`config.mk`:
```
export PLATFORM = sky130hd
export DESIGN_NAME = gapath_ram
export DESIGN_NICKNAME = d
export VERILOG_FILES = /design/src/hw/rtl/gapath_ram.sv
export SDC_FILE = /design/constraint.sdc
export NUM_CORES = 2
export LEC_CHECK = 0
export BUFFER_PORTS_ARGS = -buffer_cell sky130_fd_sc_hd__buf_2
export CAP_MARGIN = 20
export CORE_MARGIN = 4
export CORE_UTILIZATION = 57
export DETAILED_ROUTE_END_ITERATION = 16
export PLACE_DENSITY = 0.82
export SKIP_LAST_GASP = 1
export SYNTH_ARGS = -nofsm -noshare
export SYNTH_HDL_FRONTEND = slang
export SYNTH_SLANG_ARGS = --single-unit
export TNS_END_PERCENT = 10
```
`constraint.sdc`:
```
create_clock -name aclk -period 3 [get_ports aclk]
set_input_delay 0.6 -clock aclk [delete_from_list [all_inputs] [get_ports aclk]]
set_output_delay 0.6 -clock aclk [all_outputs]
set_load 0.05 [all_outputs]
```
`src/hw/rtl/gapath_ram.sv`:
```
// generic simple dual port ram with registered read
`timescale 1ns / 1ps
module gapath_ram #(
    parameter int WIDTH = 8,
    parameter int DEPTH = 256
) (
    input  logic                     aclk,
    input  logic                     we,
    input  logic [$clog2(DEPTH)-1:0] waddr,
    input  logic [WIDTH-1:0]         wdata,
    input  logic [$clog2(DEPTH)-1:0] raddr,
    output logic [WIDTH-1:0]         rdata
);

    logic [WIDTH-1:0] mem [DEPTH];
    logic [WIDTH-1:0] rdata_reg;

    always_ff @(posedge aclk) begin
        if (we) begin
            mem[waddr] <= wdata;
        end
        rdata_reg <= mem[raddr];
    end

    assign rdata = rdata_reg;

endmodule

```
# Yosys cells after proc, flatten, opt, wreduce, memory -nomap -nowiden
# Memory sizes are Yosys's and may differ from the RTL's. A register that Yosys moved wholly into a read port is not among the register bits.
# Index checks and enable logic that the tools add are counted.
dict set report word_totals {
  reg_bits 0
  ram_bits 2048
  in_bits 26
  out_inout_bits 8
  elab_cells 3
  mem_count 1
}
dict set report op_classes {
  muxes 2
}
# name words word_bits read_ports rd_ports_with_merged_regs wr line
set mem_list {}
lappend mem_list {mem 256 8 1 1 1 15} ;# logic [WIDTH-1:0] mem [DEPTH];
# operator count
set ops {}
lappend ops {{$mux W1} 2}

# Logic depth before layout (Yosys ltp)
dict set report depth {
  ltp_word 2
  depth_mapped 11
  depth_no_buf 6
}

# Worst setup path before layout
# Ideal clock, no wire load.
dict set report synth_timing {
  kind {input to register}
  startpoint {in raddr[0]}
  endpoint {reg rdata_reg[2], in the netlist rdata[2] (read register of mem)}
  setup_ps 131
  arrival_ps 2407
  t_required_ps 2869
  slack_ps 462
  cell_stages 9
  n_path_buf 4
  cell_sequence {buf_6 > buf_12 > buf_8 > buf_2 > mux4_2 > a22oi_1 > a21oi_1 > nor4_1 > nor4_2}
}
# item line
set synth_rtl {}
lappend synth_rtl {{start: declaration} 11} ;# input logic [$clog2(DEPTH)-1:0] raddr,
lappend synth_rtl {{end: declaration} 16} ;# logic [WIDTH-1:0] rdata_reg;

==> impl_summary.log <==
[metrics] fraction of post-synthesis cell area in the top cell type by area: 0.773
[metrics] root buffer cell: clkbuf_16
[metrics] crit start category: input port
[metrics] insertion delay of the later-clocked pin in the worst-skew pair: 0.83 ns
[metrics] Largest stage delay, worst path: 0.65 ns
[metrics] # IOs: 34
[metrics] list of cells traversed by the critical path: buf_2 -> and3_1 -> o221ai_1 -> a21oi_1 -> nor3_1 -> buf_4 -> nor4_1 -> buf_4 -> nor4_2
[metrics] worst min-delay path class: input port to flip-flop
[metrics] static power due to leakage: 29.7 nW
[metrics] clock skew after layout: 0.0425 ns
[metrics] CTS tree: built
[metrics] clock transition at the registers of the reported paths: 0.07 ns
[metrics] CTS Sinks: 2056
[metrics] unique cell type count in the Yosys netlist: 55
[metrics] required time of the critical path: 3.69 ns
[metrics] peak fanout along the critical path: 10
[metrics] Core Area: 138000 sq um
[metrics] placed wire-length estimate: 126000 microns
[metrics] Total Routing Usage GR: 0.303
[metrics] destination of the worst hold path: mem[168][2]
[metrics] final critical delay including setup and external delays: 2.81 ns
[metrics] number of global-route vias before repair: 45200
[metrics] worst vdd ir: 922 uV
[metrics] width of the chip: 382 microns
[metrics] antenna violations before repair: 13
[metrics] Max transition margin: 0.319
[metrics] most used cell, CP: buf_4
[metrics] Sequential cell area: 61700 sq um
[metrics] grt ovf: 0
[metrics] EDFF count, synth: 2048
[metrics] most frequent cells in the layout: edfxtp_1 (2048), buf_4 (524), mux4_2 (454)
[metrics] maximum number of pins on one net before global-route repair: 99
[metrics] most crowded layer after global routing: met2
[metrics] worst reg2reg endpoint: rdata[2]
[metrics] setup repair after global routing missed its margin: no
[metrics] gate count after technology mapping: 3733
[metrics] Hold Path Stages: 1
[metrics] most common cell after layout, fill and taps aside: edfxtp_1
[metrics] violation count after the first detailed-route iteration: 8537
[metrics] power per standard cell area: 644 nW/um^2
[metrics] type of the worst setup path: input port to flip-flop
[metrics] most area-consuming cells after synthesis: edfxtp_1 (77%), mux4_2 (13%), mux2i_1 (1.7%), nor2_1 (1.3%), a22oi_1 (1.3%)
[metrics] dominant synthesized flop cell: edfxtp_1
[metrics] global routing usage on met2: 0.479
[metrics] number of buffers inserted during clock tree synthesis: 189
[metrics] r2r startpoint: mem[100][2]
[metrics] Final Setup Violations: 0
[metrics] run status: completed
[metrics] GRT met3 Usage: 0.0814
[metrics] mean area per synthesized cell: 21.3 sq um
[metrics] Seq/Total Area, Yosys: 0.775
[metrics] CP max-delay cell: nor4_1
[metrics] setup tns final: 0 ns
[metrics] post-cts hold buffer count: 0
[metrics] final slew viol count: 0
[metrics] starting density of the core: 0.576
[metrics] Multi-input gate area: 16500 sq um
[metrics] final worst path period share: 0.937
[metrics] PortBufs: 33
[metrics] first-pass GRT wire length: 319000 microns
[metrics] die area: 146000 sq um
[metrics] ys async rst share: 0
[metrics] net count after synthesis: 3759
[metrics] Bufs on Longest Clock Path: 3
[metrics] cell type with the largest total area after synthesis: edfxtp_1
[metrics] Synth warnings: 0
[metrics] number of violations of the max-capacitance limit: 0
[metrics] iteration count of the initial detailed-routing pass: 7
[metrics] flip-flop count of the largest register after layout: 2048
[metrics] crit path DAT: 3.50 ns
[metrics] number of register bits inferred by synthesis: 2056
[metrics] category of the worst setup path capture point: flip-flop
[metrics] area added between synthesis and finish: 15.9%
[metrics] number of vias after detailed routing: 44200
[metrics] Min-Delay Startpoint: wdata[2]
[metrics] Routed wire per std cell: 34.5 microns
[metrics] setup slack of the most critical reg-to-reg path: 0.28 ns
[metrics] net count of the finished layout: 4342
[metrics] FP Rows: 136
[metrics] GPL Wtd Cong: 0.897
[metrics] Final ANT Viol Nets: 0
[metrics] DRC violations left: 0
[metrics] pin slew with the least headroom to its limit: 1.02 ns
[metrics] post-CTS resize count: 0
[metrics] worst hold slack across all endpoints: 0.309 ns
[metrics] fmax: 0.356 GHz
[metrics] Detailed Route WL: 219000 microns
[metrics] share of final-layout standard cells stronger than drive strength 1: 0.306
[metrics] H-tree depth: 4
[metrics] hold violation total from the final report: 0
[metrics] Syn Std Cell Area: 79600 sq um
[metrics] worst reg2reg path depth: 7
[metrics] FILL cells: 7781
[metrics] y dimension of the die: 382 microns
[metrics] number of vias per cell: 6.98
[metrics] met1 track demand over resource in global routing: 0.392
[metrics] Post-CTS Setup Inserts: 0
worst max-delay path by stage:
stage | start | end | slack [ns] | cells after the start
2_1_floorplan | raddr[0] | rdata[2] | 0.46 | 9
3_3_place_gp | raddr[3] | rdata[2] | -0.47 | 10
3_5_place_dp | raddr[0] | rdata[2] | -0.39 | 10
4_1_cts | mem[100][2] | rdata[2] | 0.40 | 7
5_1_grt | raddr[0] | rdata[2] | 0.15 | 12
6_report | raddr[4] | rdata[2] | 0.19 | 9
logic make-up (layout without fill, tap and decap cells):
| group | after synthesis | in the layout | synth area share |
|---|---|---|---|
| other cells | 0 | 9 | 0 |
| simple gates | 466 | 466 | 0.0263 |
| flops | 2056 | 2056 | 0.775 |
| mux | 591 | 591 | 0.146 |
| buf+inv | 235 | 971 | 0.0183 |
| compound gates | 385 | 385 | 0.0342 |
routing by layer:
layer	share of wire	wire, microns
met5	0.00034	74
met2	0.48	104000
met4	0.065	14300
met3	0.14	31300
met1	0.31	68600
layout make-up:
class | count | share of cell area
multi-input combinational | 1442 | 0.179
timing repair buffer | 625 | 0.0604
sequential | 2056 | 0.669
clock inverter | 108 | 0.0127
clock buffer | 236 | 0.0539
antenna | 9 | 0.000244
inverter | 2 | 0.0000814
tap | 1863 | 0.0253
Yosys cell counts (all sizes together) (2+ instances only):
| cell | number |
|---|---|
| nand3 | 34 |
| a21oi | 96 |
| o221ai | 47 |
| nand2b | 8 |
| o32ai | 5 |
| a22oi | 133 |
| and3b | 2 |
| nand3b | 2 |
| a311oi | 2 |
| nor2 | 282 |
| o21ai | 12 |
| buf | 122 |
| o22ai | 28 |
| edfxtp | 2048 |
| nor4 | 27 |
| a31oi | 2 |
| o211ai | 10 |
| nand2 | 33 |
| mux2i | 134 |
| mux4 | 456 |
| or2 | 4 |
| and2 | 6 |
| a2111oi | 5 |
| dfxtp | 8 |
| nor2b | 31 |
| a22o | 8 |
| a211oi | 16 |
| o22a | 5 |
| clkbuf | 111 |
| a221oi | 14 |
| nor3 | 22 |
| nand4 | 10 |
through the flow:
step / total power, mW / setup slack [ns] / instance area [sq um] / instances / utilization
2_1_floorplan: 33.9 / 0.462 / 79600 / 3733 / -
3_3_place_gp: 35.4 / -0.466 / 86000 / 5988 / 0.624
3_5_place_dp: 35.5 / -0.391 / 86000 / 5988 / 0.624
4_1_cts: 59.4 / 0.402 / 92200 / 6332 / 0.668
5_1_grt: 60.8 / 0.150 / 92200 / 6333 / 0.668
6_report: 59.4 / 0.190 / 92200 / 6341 / 0.668
report_power, final:
part | internal [mW] | switching [mW]
clock network | 13.5 | 10.7
registers | 31.7 | 0.0818
logic | 1.25 | 2.13
critical path: cells and delay by family:
kind / cells / cell delay, ns
simple gates: 4 / 1.31
buf+inv: 3 / 0.92
compound gates: 2 / 0.64
Note: power is estimated with default switching activity, not from simulation.
